--- src/design/lre_pkg.sv ---
package lre_pkg;

    localparam int SQRT_STEPS   = 32;
    localparam int CORDIC_STEPS = 23;
    localparam int X_W          = 60;
    localparam int ANG_W        = 26;
    localparam int REM_W        = 34;
    localparam int NUM_W        = 28;
    localparam int MAX_RINGS_DEF = 64;

    localparam int CFG_IDX_W  = 3;
    localparam int CFG_DATA_W = 31;

    localparam logic [CFG_IDX_W-1:0] REG_MIN_RANGE    = 3'd0;
    localparam logic [CFG_IDX_W-1:0] REG_MAX_RANGE    = 3'd1;
    localparam logic [CFG_IDX_W-1:0] REG_LINE_COUNT   = 3'd2;
    localparam logic [CFG_IDX_W-1:0] REG_SENSOR_MODEL = 3'd3;

    localparam logic [30:0] MIN_RANGE_RST  = 31'd196608;
    localparam logic [30:0] MAX_RANGE_RST  = 31'd2293760;
    localparam logic [7:0]  LINE_COUNT_RST = 8'd64;

    localparam logic [7:0] LINES_16 = 8'd16;
    localparam logic [7:0] LINES_32 = 8'd32;
    localparam logic [7:0] LINES_64 = 8'd64;

    localparam logic [2:0] ST_KEPT        = 3'd0;
    localparam logic [2:0] ST_NOT_FINITE  = 3'd1;
    localparam logic [2:0] ST_RANGE       = 3'd2;
    localparam logic [2:0] ST_ELEVATION   = 3'd3;
    localparam logic [2:0] ST_UNSUPPORTED = 3'd4;

    typedef struct packed {
        logic       valid;
        logic [2:0] status;
    } t_ctl;

    typedef struct packed {
        t_ctl               ctl;
        logic signed [31:0] z;
        logic [63:0]        rad;
        logic [REM_W-1:0]   rem;
        logic [31:0]        root;
    } t_sqrt_stage;

    typedef struct packed {
        t_ctl                     ctl;
        logic                     zero;
        logic                     zneg;
        logic signed [X_W-1:0]    xv;
        logic signed [X_W-1:0]    yv;
        logic signed [ANG_W-1:0]  ang;
    } t_cordic_stage;

    // atan(2^-i) in degrees, Q16.16, rounded.
    function automatic logic signed [ANG_W-1:0] atan_q16(input int i);
        logic signed [ANG_W-1:0] v;
        case (i)
            0:       v = 26'sd2949120;
            1:       v = 26'sd1740967;
            2:       v = 26'sd919879;
            3:       v = 26'sd466945;
            4:       v = 26'sd234379;
            5:       v = 26'sd117304;
            6:       v = 26'sd58666;
            7:       v = 26'sd29335;
            8:       v = 26'sd14668;
            9:       v = 26'sd7334;
            10:      v = 26'sd3667;
            11:      v = 26'sd1833;
            12:      v = 26'sd917;
            13:      v = 26'sd458;
            14:      v = 26'sd229;
            15:      v = 26'sd115;
            16:      v = 26'sd57;
            17:      v = 26'sd29;
            18:      v = 26'sd14;
            19:      v = 26'sd7;
            20:      v = 26'sd4;
            21:      v = 26'sd2;
            22:      v = 26'sd1;
            default: v = 26'sd0;
        endcase
        return v;
    endfunction

endpackage

--- src/design/lre_sqrt_cell.sv ---
// One step of a restoring square root: two radicand bits in, one root bit out.
module lre_sqrt_cell (
    input  logic                 i_clk,
    input  logic                 i_rst_n,
    input  logic                 i_adv,
    input  lre_pkg::t_sqrt_stage i_d,
    output lre_pkg::t_sqrt_stage o_q
);
    lre_pkg::t_sqrt_stage r_q, n_q;
    logic [lre_pkg::REM_W+1:0] w_cur, w_trial;

    always_comb begin
        w_cur   = {i_d.rem, i_d.rad[63:62]};
        w_trial = {2'b00, i_d.root, 2'b01};
        n_q     = i_d;
        n_q.rad = {i_d.rad[61:0], 2'b00};
        if (w_cur >= w_trial) begin
            n_q.rem  = lre_pkg::REM_W'(w_cur - w_trial);
            n_q.root = {i_d.root[30:0], 1'b1};
        end else begin
            n_q.rem  = lre_pkg::REM_W'(w_cur);
            n_q.root = {i_d.root[30:0], 1'b0};
        end
    end

    always_ff @(posedge i_clk) begin
        if (!i_rst_n) begin
            r_q.ctl.valid <= 1'b0;
        end else if (i_adv) begin
            r_q <= n_q;
        end
    end

    assign o_q = r_q;
endmodule

--- config.mk ---
export PLATFORM = sky130hd
export DESIGN_NAME = lre_sqrt_cell
export DESIGN_NICKNAME = d
export VERILOG_FILES = /design/src/design/lre_pkg.sv /design/src/design/lre_sqrt_cell.sv
export SDC_FILE = /design/constraint.sdc
export NUM_CORES = 1
export LEC_CHECK = 0
export BUFFER_PORTS_ARGS = -buffer_cell sky130_fd_sc_hd__buf_2
export CORE_MARGIN = 2
export CORE_UTILIZATION = 47
export DETAILED_ROUTE_END_ITERATION = 10
export HOLD_SLACK_MARGIN = 0.03
export PLACE_DENSITY = 0.83
export SETUP_SLACK_MARGIN = 0.1
export SYNTH_ARGS = -nofsm -noshare
export SYNTH_HDL_FRONTEND = slang
export SYNTH_SLANG_ARGS = --single-unit
--- constraint.sdc ---
create_clock -name i_clk -period 5.88 [get_ports i_clk]
set_input_delay 0.588 -clock i_clk [delete_from_list [all_inputs] [get_ports i_clk]]
set_output_delay 0.588 -clock i_clk [all_outputs]
set_load 0.01 [all_outputs]
==> impl_metrics.tcl <==
set metrics [dict create \
    status "finished clean" \
    antenna_found_initial 4 \
    synth_edf_count 163 \
    slew_violations 0 \
    drt-vias-per-instance 5.24 \
    die_area_um2 16600 \
    yosys_warnings 0 \
    hold_viol 0 \
    whs_ns 0.339 \
    syn_avg_cell_area_um2 13.7 \
    synth_top_cell_by_area "edfxtp_1" \
    seq_area_frac_synth_pct 67.2 \
    htreeDepth 4 \
    synth_seq_cells 164 \
    rows 45 \
    cp-end-kind "flop" \
    synth.top_cell.area_share_pct 66.9 \
    grt_setup_unrepaired "no" \
    drc 0 \
    core-area_um2 15200 \
    ir_worst_vdd_mv 0.205 \
    leakagePower_nw 4.35 \
    p_int_mw 2.29 \
    power_density_nw_per_um2 315 \
    grt_pass1_wl_um 29900 \
    syn_inst 533 \
    grt_max_degree 62 \
    fmaxAchievable_mhz 277 \
    areaGrowthSynthToFinish_pct 33.8 \
    cts-hold-fix-buffers 0 \
    final.min_clock_period_ns 3.61 \
    swShare_pct 25.8 \
    clock_sinks 164 \
    synth_cell_types 58 \
    ys.flop_type "edfxtp_1" \
    crit_arrival_ns 3.77 \
    drtIter0Drc 358 \
    drt_first_pass_iters 5 \
    worst-setup-path-type "in2reg" \
    cts_inserted_buffers 17 \
    seqPwrFrac_pct 46.0 \
    startpoint_type "input pin" \
    fin_skew_ns 0 \
    async_flop_share_pct 0 \
    cts_tree "yes" \
    syn_area_um2 7310 \
    cpLargestDelayFamily "compound AO/OA/AOI/OAI gates" \
    period_share_pct 61.4 \
    clk_latency_ns 0.42 \
    crit_fanout 61 \
    initial_core_util_pct 48.1 \
    setup_tns_ns 0 \
    power.switching_uw 798 \
    drive_gt1_share_pct 42.4 \
    slowest_stage "o21a_2" \
    dpl.hpwl_um 16100 \
    gp_congestion 0.879 \
    drv_cap 0 \
    cts_setup_buffers 0 \
    largest_reg_flops 164 \
    clk_pin_slew_ns 0.07 \
    min_path_type "in2reg" \
    worst_slew_pin_slew_ns 1.14 \
    setup_violations 0 \
    crit_required_ns 6.04 \
    clkPwrFrac_pct 37.9 \
    wl_per_cell_um 19.6 \
    synth_area_leaders "edfxtp_1, ha_1, nand2_1, a21o_1, o21ai_1" \
    fill_cells 1179 \
    worst-r2r-setup-slack_ns 5.28 \
    die_w_um 129 \
    p_comb_share_pct 16.2 \
    ant_nets 0 \
    drt_wl_total_um 21000 \
    max_stage_delay_ns 0.95 \
    cts-resized-gates 0 \
    pin_count 335 \
    vias 5633 \
    cp_cell_sequence "buf_2 -> inv_1 -> ha_1 -> a21o_1 -> o41ai_1 -> o211ai_1 -> a211oi_1 -> o21a_2 -> inv_2 -> mux2_1" \
    worst-path-buf-inv 3 \
    overflow 0 \
    cts.path.max_buffers 2 \
    root_buffer "clkbuf_16" \
    nets 1076 \
    grt_pass1_vias 5437 \
    slew_headroom_pct 23.7 \
    grt_util_all_layers_pct 24.4 \
    die_y_um 129 \
    port_buffers 332 \
]
logic make-up after synthesis:
| logic type | share of synthesized area (%) |
|---|---|
| AOI/OAI and AO/OA | 11.8 |
| adders and majority gates | 5.82 |
| and+or+nand+nor | 7.63 |
| buffers and inverters | 3.13 |
| other | 0.0513 |
| muxes | 1.01 |
| xor gates and xnor gates | 3.35 |
| DFF | 67.2 |
worst paths after layout:
check                              from                    end  cells past startpoint
setup / recovery                 i_d[7]      o_q[64]$_DFFE_PP_                     10
hold reg to reg   o_q[165]$_SDFFE_PN0P_  o_q[165]$_SDFFE_PN0P_                      2
setup reg to reg  o_q[165]$_SDFFE_PN0P_  o_q[165]$_SDFFE_PN0P_                      2
hold / removal                 i_d[145]     o_q[145]$_DFFE_PP_                      1
per-stage QoR:
step	util (%)	area, um2	worst slack (ns)	std cells	power [mW]
detailed placement	60.3	9160	1.82	1042	1.94
global route	64.4	9780	2.06	1074	3.20
global placement	60.3	9160	1.96	1042	1.92
CTS	64.4	9780	2.25	1074	3.11
floorplan	-	7320	1.04	534	1.73
finish	64.4	9790	2.27	1076	3.09
routing by layer:
layer / global-route usage (%) / vias to the layer above / wire, um
li1: - / 2667 / -
met4: 10.1 / 2 / 709
met2: 41.3 / 240 / 10400
met3: 7.98 / 41 / 1640
met5: 0 / - / 10
met1: 28.9 / 2683 / 8330
layout make-up:
type	count	area (um2)	area share (%)
Tap cell	188	235	2.40
Inverter	42	158	1.61
Multi-Input combinational cell	314	2180	22.2
Clock buffer	18	429	4.38
Clock inverter	14	193	1.97
Timing Repair Buffer	334	1680	17.1
Sequential cell	164	4910	50.2
Antenna cell	2	5.00	0.0511
layout by cell type, fill, tap and decap left out, types with 4 or more instances in the layout:
cell type / count
a21o_1: 21
a21oi_1: 26
a31oi_1: 5
and2_1: 6
and3_1: 9
buf_2: 332
clkbuf_16: 17
edfxtp_1: 163
ha_1: 34
inv_1: 41
inv_8: 4
mux2i_1: 4
nand2_1: 48
nand2b_1: 6
nand3_1: 4
nand4_1: 7
nor2_1: 14
nor3_1: 8
o21ai_0: 12
o21ai_1: 31
xnor2_1: 12
xor2_1: 16
power groups by stage:
stage / logic, mW / clock network [mW] / registers, mW
final: 0.499 / 1.17 / 1.42
after global routing: 0.541 / 1.24 / 1.43
after CTS: 0.499 / 1.19 / 1.42
after detailed placement: 0.495 / 0 / 1.44
after global placement: 0.485 / 0 / 1.44
after floorplan: 0.233 / 0 / 1.50
cell usage after synthesis (2+ instances only):
cell type / n
edfxtp_1: 163
mux2i_1: 4
a31oi_1: 5
buf_4: 3
a311oi_4: 2
and3_1: 9
nand3_1: 4
o221ai_1: 2
clkbuf_1: 5
nand2b_1: 6
o21ai_1: 31
xor2_1: 16
o41ai_1: 3
nor2b_1: 3
o31a_1: 2
inv_1: 41
and2_1: 7
nand2_1: 48
nor3_1: 8
a21boi_0: 2
buf_2: 6
a21oi_1: 26
o211ai_1: 3
o31ai_1: 3
a21o_1: 21
a31o_1: 2
nor2_1: 14
nand4_1: 7
ha_1: 34
xnor2_1: 12
mux2_1: 3
o21ai_0: 12
Power figures use the tool's default switching activity.
