--- config.mk ---
export PLATFORM = sky130hd
export DESIGN_NAME = lre_ring_map
export DESIGN_NICKNAME = d
export VERILOG_FILES = /design/src/design/lre_pkg.sv /design/src/design/lre_ring_map.sv
export SDC_FILE = /design/constraint.sdc
export NUM_CORES = 1
export LEC_CHECK = 0
export ABC_AREA = 1
export BUFFER_PORTS_ARGS = -buffer_cell sky130_fd_sc_hd__buf_2
export CORE_MARGIN = 10
export CORE_UTILIZATION = 34
export DETAILED_ROUTE_END_ITERATION = 6
export MAX_ROUTING_LAYER = met4
export PLACE_DENSITY_LB_ADDON = 0.3
export SYNTH_ARGS = -nofsm -noshare
export SYNTH_HDL_FRONTEND = slang
export SYNTH_SLANG_ARGS = --single-unit
--- constraint.sdc ---
create_clock -name i_clk -period 5.9 [get_ports i_clk]
set_input_delay 0.885 -clock i_clk [delete_from_list [all_inputs] [get_ports i_clk]]
set_output_delay 0.885 -clock i_clk [all_outputs]
set_load 0.02 [all_outputs]
--- src/design/lre_pkg.sv ---
package lre_pkg;

    localparam int SQRT_STEPS   = 32;
    localparam int CORDIC_STEPS = 23;
    localparam int X_W          = 60;
    localparam int ANG_W        = 26;
    localparam int REM_W        = 34;
    localparam int NUM_W        = 28;
    localparam int MAX_RINGS_DEF = 64;

    localparam int CFG_IDX_W  = 3;
    localparam int CFG_DATA_W = 31;

    localparam logic [CFG_IDX_W-1:0] REG_MIN_RANGE    = 3'd0;
    localparam logic [CFG_IDX_W-1:0] REG_MAX_RANGE    = 3'd1;
    localparam logic [CFG_IDX_W-1:0] REG_LINE_COUNT   = 3'd2;
    localparam logic [CFG_IDX_W-1:0] REG_SENSOR_MODEL = 3'd3;

    localparam logic [30:0] MIN_RANGE_RST  = 31'd196608;
    localparam logic [30:0] MAX_RANGE_RST  = 31'd2293760;
    localparam logic [7:0]  LINE_COUNT_RST = 8'd64;

    localparam logic [7:0] LINES_16 = 8'd16;
    localparam logic [7:0] LINES_32 = 8'd32;
    localparam logic [7:0] LINES_64 = 8'd64;

    localparam logic [2:0] ST_KEPT        = 3'd0;
    localparam logic [2:0] ST_NOT_FINITE  = 3'd1;
    localparam logic [2:0] ST_RANGE       = 3'd2;
    localparam logic [2:0] ST_ELEVATION   = 3'd3;
    localparam logic [2:0] ST_UNSUPPORTED = 3'd4;

    typedef struct packed {
        logic       valid;
        logic [2:0] status;
    } t_ctl;

    typedef struct packed {
        t_ctl               ctl;
        logic signed [31:0] z;
        logic [63:0]        rad;
        logic [REM_W-1:0]   rem;
        logic [31:0]        root;
    } t_sqrt_stage;

    typedef struct packed {
        t_ctl                     ctl;
        logic                     zero;
        logic                     zneg;
        logic signed [X_W-1:0]    xv;
        logic signed [X_W-1:0]    yv;
        logic signed [ANG_W-1:0]  ang;
    } t_cordic_stage;

    // atan(2^-i) in degrees, Q16.16, rounded.
    function automatic logic signed [ANG_W-1:0] atan_q16(input int i);
        logic signed [ANG_W-1:0] v;
        case (i)
            0:       v = 26'sd2949120;
            1:       v = 26'sd1740967;
            2:       v = 26'sd919879;
            3:       v = 26'sd466945;
            4:       v = 26'sd234379;
            5:       v = 26'sd117304;
            6:       v = 26'sd58666;
            7:       v = 26'sd29335;
            8:       v = 26'sd14668;
            9:       v = 26'sd7334;
            10:      v = 26'sd3667;
            11:      v = 26'sd1833;
            12:      v = 26'sd917;
            13:      v = 26'sd458;
            14:      v = 26'sd229;
            15:      v = 26'sd115;
            16:      v = 26'sd57;
            17:      v = 26'sd29;
            18:      v = 26'sd14;
            19:      v = 26'sd7;
            20:      v = 26'sd4;
            21:      v = 26'sd2;
            22:      v = 26'sd1;
            default: v = 26'sd0;
        endcase
        return v;
    endfunction

endpackage

--- src/design/lre_ring_map.sv ---
// Maps the elevation angle to a ring index in two registered stages.
module lre_ring_map (
    input  logic                   i_clk,
    input  logic                   i_rst_n,
    input  logic                   i_adv,
    input  logic [7:0]             i_line_count,
    input  lre_pkg::t_cordic_stage i_d,
    output logic                   o_valid,
    output logic                   o_keep,
    output logic [5:0]             o_ring,
    output logic [2:0]             o_status
);
    localparam int NW = lre_pkg::NUM_W;

    logic signed [lre_pkg::ANG_W-1:0] w_a;
    logic signed [39:0] w_a40, w_n16, w_n32, w_n64, w_h100, w_n2;

    lre_pkg::t_ctl        r_ctl;
    logic signed [NW-1:0] r_n16, r_n32, r_n64;
    logic [14:0]          r_m;
    logic                 r_band_hi, r_a_hi, r_a_lo;

    always_comb begin
        if (i_d.zero) begin
            w_a = i_d.zneg ? -26'sd5898240 : 26'sd5898240;
        end else begin
            w_a = i_d.ang;
        end
        w_a40  = {{(40 - lre_pkg::ANG_W){w_a[lre_pkg::ANG_W-1]}}, w_a};
        w_n16  = w_a40 + 40'sd1048576;
        w_n32  = 40'sd3 * w_a40 + 40'sd6029312;
        w_n64  = 40'sd425984 - 40'sd3 * w_a40;
        w_h100 = 40'sd100 * w_a40;
        w_n2   = -40'sd112459776 - 40'sd200 * w_a40;
    end

    always_ff @(posedge i_clk) begin
        if (!i_rst_n) begin
            r_ctl.valid <= 1'b0;
        end else if (i_adv) begin
            r_ctl     <= i_d.ctl;
            r_n16     <= w_n16[NW-1:0];
            r_n32     <= w_n32[NW-1:0];
            r_n64     <= w_n64[NW-1:0];
            r_m       <= w_n2[30:16];
            r_band_hi <= (w_h100 >= -40'sd57868288);
            r_a_hi    <= (w_a40 > 40'sd131072);
            r_a_lo    <= (w_h100 < -40'sd159449088);
        end
    end

    // Second stage: truncating division and the window checks.
    logic [32:0] w_prod;
    logic [8:0]  w_q;
    logic        w_ok;
    logic [5:0]  w_ring;
    logic [2:0]  n_status;

    always_comb begin
        w_prod = 33'(r_m) * 33'd167773;
        w_q    = w_prod[32:24];
        case (i_line_count)
            lre_pkg::LINES_16: begin
                w_ok   = (r_n16 > -28'sd131072) && (r_n16 < 28'sd2097152);
                w_ring = r_n16[NW-1] ? 6'd0 : r_n16[22:17];
            end
            lre_pkg::LINES_32: begin
                w_ok   = (r_n32 > -28'sd262144) && (r_n32 < 28'sd8388608);
                w_ring = r_n32[NW-1] ? 6'd0 : r_n32[23:18];
            end
            default: begin
                if (r_band_hi) begin
                    w_ok   = (r_n64 > -28'sd65536) && (r_n64 < 28'sd4194304);
                    w_ring = r_n64[NW-1] ? 6'd0 : r_n64[21:16];
                end else begin
                    w_ok   = (w_q <= 9'd31);
                    w_ring = 6'd32 + w_q[5:0];
                end
                w_ok = w_ok && !r_a_hi && !r_a_lo;
            end
        endcase
        if (r_ctl.status != lre_pkg::ST_KEPT) begin
            n_status = r_ctl.status;
        end else if (!w_ok) begin
            n_status = lre_pkg::ST_ELEVATION;
        end else begin
            n_status = lre_pkg::ST_KEPT;
        end
    end

    always_ff @(posedge i_clk) begin
        if (!i_rst_n) begin
            o_valid <= 1'b0;
        end else if (i_adv) begin
            o_valid  <= r_ctl.valid;
            o_status <= n_status;
            o_keep   <= (n_status == lre_pkg::ST_KEPT);
            o_ring   <= (n_status == lre_pkg::ST_KEPT) ? w_ring : 6'd0;
        end
    end
endmodule

==> results.sh <==
export IMPL_outcome="complete, no violations"
export IMPL_clock_root_buffer="clkbuf_16"
export IMPL_die_y_um=244
export IMPL_async_flop_share_pct=0
export IMPL_final_antenna_net_count=0
export IMPL_diodes=0
export IMPL_track_usage_pct=15.6
export IMPL_rr_worst_depth=26
export IMPL_min_path_type="register to register"
export IMPL_critPathCapture="o_ring[4]"
export IMPL_synth_edf_count=111
export IMPL_critical_path_class="register to register"
export IMPL_drive_gt1_share_pct=9.59
export IMPL_synth_largest_area_cell="edfxtp_1"
export IMPL_endpoint_kind="register"
export IMPL_cap_viol_max_count=0
export IMPL_synth_top_cell_area_share_pct=19.5
export IMPL_dpl_hpwl_um=38700
export IMPL_min_period_ns=5.60
export IMPL_cts_sinks=113
export IMPL_cts_tree="yes"
export IMPL_fmaxAchievable_mhz=179
export IMPL_drtPass1Iterations=5
export IMPL_drt_wl_total_um=44500
export IMPL_clk_latency_ns=0.43
export IMPL_area_growth_pct=11.8
export IMPL_synth_warnings=0
export IMPL_viasPerCell=4.65
export IMPL_max_slew_margin_pct=49.7
export IMPL_grt_max_degree=63
export IMPL_skew_ns=0.0181
export IMPL_reg2reg_to="o_ring[4]"
export IMPL_required_ns=6.07
export IMPL_cp_common_cell="nand2_1"
export IMPL_final_common_cell="nand2_1"
export IMPL_cts_buffer_depth=2
export IMPL_clkTransAtPathRegs_ns=0.06
export IMPL_startpoint="r_m[8]"
export IMPL_tightestPinTransition_ns=0.754
export IMPL_syn_area_um2=17100
export IMPL_grt_pass1_wl_um=73700
export IMPL_n_fill_cell=5262
export IMPL_pin_count=174
export IMPL_grt_pass1_vias=14783
export IMPL_synth_top_cells_by_area="edfxtp_1, ha_1, nand2_1"
export IMPL_grt_overflow=0
export IMPL_routedWlPerCell_um=14.2
export IMPL_die_w_um=244
export IMPL_syn_nets=2870
export IMPL_core_area_um2=49900
export IMPL_cp_slowest_cell="fa_2"
export IMPL_synthCells=2339
export IMPL_hold_viol=0
export IMPL_synth_cell_types=48
export IMPL_syn_avg_cell_area_um2=7.30
export IMPL_rrSetupSlack_ns=0.30
export IMPL_start_kind="register"
export IMPL_period_share_pct=94.9
export IMPL_cts_max_level=4
export IMPL_maxSlewViolCount=0
export IMPL_setup_viol=0
export IMPL_initial_core_util_pct=34.2
export IMPL_final_cell_mix="nand2_1, inv_1, ha_1"
export IMPL_via_count=14570
export IMPL_numCtsBuffers=17
export IMPL_drtIter0Drc=740
export IMPL_routabilityCongestion=0.952
export IMPL_synth_seq_cells=113
export IMPL_ys_flop_type="edfxtp_1"
export IMPL_r2r_start="r_m[8]"
export IMPL_yosysSeqAreaShare_pct=19.8
export IMPL_cpPeakStageDelay_ns=0.64
export IMPL_io_buffer_count=53
export IMPL_rows=82
export IMPL_crit_fanout=7
export IMPL_antenna_found_initial=0
export IMPL_die_area_um2=59600
export IMPL_drc=0
export IMPL_nets=2979
export IMPL_crit_arrival_ns=5.77
export IMPL_fin_setup_tns_ns=0
export IMPL_holdBufCountCts=0
-- area by class of cell --
type                       instances  area [um2]  share of cell area [%]
multi-input combinational       1643       11600                    60.6
sequential                       113        3370                    17.7
inverter                         578        2170                    11.4
tap                              672         841                    4.41
timing repair buffer              95         581                    3.04
clock buffer                      17         425                    2.23
clock inverter                    15         134                   0.701
-- routing by layer --
layer	vias up	part of all wire, %	global-route usage, %
met4	0	1.3	3.03
met5	-	0	-
met3	36	4.3	2.25
met1	6773	45	19.2
li1	7481	-	-
met2	280	49	26.9
-- Yosys cell counts, drive strengths merged, types with 6 or more instances --
cell type	n
nand3	133
nand2	674
ha	250
xor2	37
nor3	24
nand4	49
nor2	181
inv	576
o21bai	7
xnor2	10
or2	6
a21oi	78
fa	118
o21ai	27
nor4	17
edfxtp	111
nand3b	16
-- kinds of logic (layout without fill, tap and decap cells) --
group	Yosys count	in the layout	synth area share, %
simple gates	1108	1108	28.5
buf+inv	583	705	12.9
fa+ha+maj	368	368	32.2
compound gates	120	120	3.81
flops	113	113	19.8
xor+xnor	47	47	2.89
-- stage by stage --
stage	hold WS [ns]	instances	setup slack [ns]	area, um2	utilization (%)
after global placement	0.448	3084	0.125	18300	36.8
final	0.457	3133	0.301	19100	38.3
after CTS	0.460	3116	0.0661	18900	37.9
after detailed placement	0.445	3084	0.0840	18300	36.8
after floorplan	0.448	2339	0.570	17100	-
after global routing	0.476	3133	-0.0146	19100	38.3
-- state kept, by name, summed over array words and instances (netlist names) --
register   count
r_a_hi         1
r_n32         27
o_ring         6
r_n16         26
r_band_hi      1
r_m           15
o_keep         1
o_status       3
r_a_lo         1
r_ctl          4
r_n64         27
o_valid        1
-- what timing repair did --
| action | CTS | global route |
|---|---|---|
| buffers inserted | 0 | 17 |
| gates resized for setup | 0 | 16 |
| setup endpoints to repair | 0 | 9 |
-- how the worst min path moves through the flow --
stage	start	endpoint	slack, ns	cells past startpoint
6_report	r_ctl[2]	o_status[2]	0.46	0
3_5_place_dp	r_ctl[2]	o_status[2]	0.44	0
4_1_cts	r_ctl[2]	o_status[2]	0.46	0
5_1_grt	r_ctl[2]	o_status[2]	0.48	0
3_3_place_gp	r_ctl[2]	o_status[2]	0.45	0
2_1_floorplan	r_ctl[3]	o_valid	0.45	2
-- worst max-delay path: cells and delay by family, from the launching register on --
family	cells	cell delay (ns)
fa+ha+maj	7	3.27
simple gates	17	1.49
buf+inv	2	0.13
flops	1	0.46
Power is not shown: default switching activity piles up to over one toggle a cycle in this logic, so the estimate is an artifact.
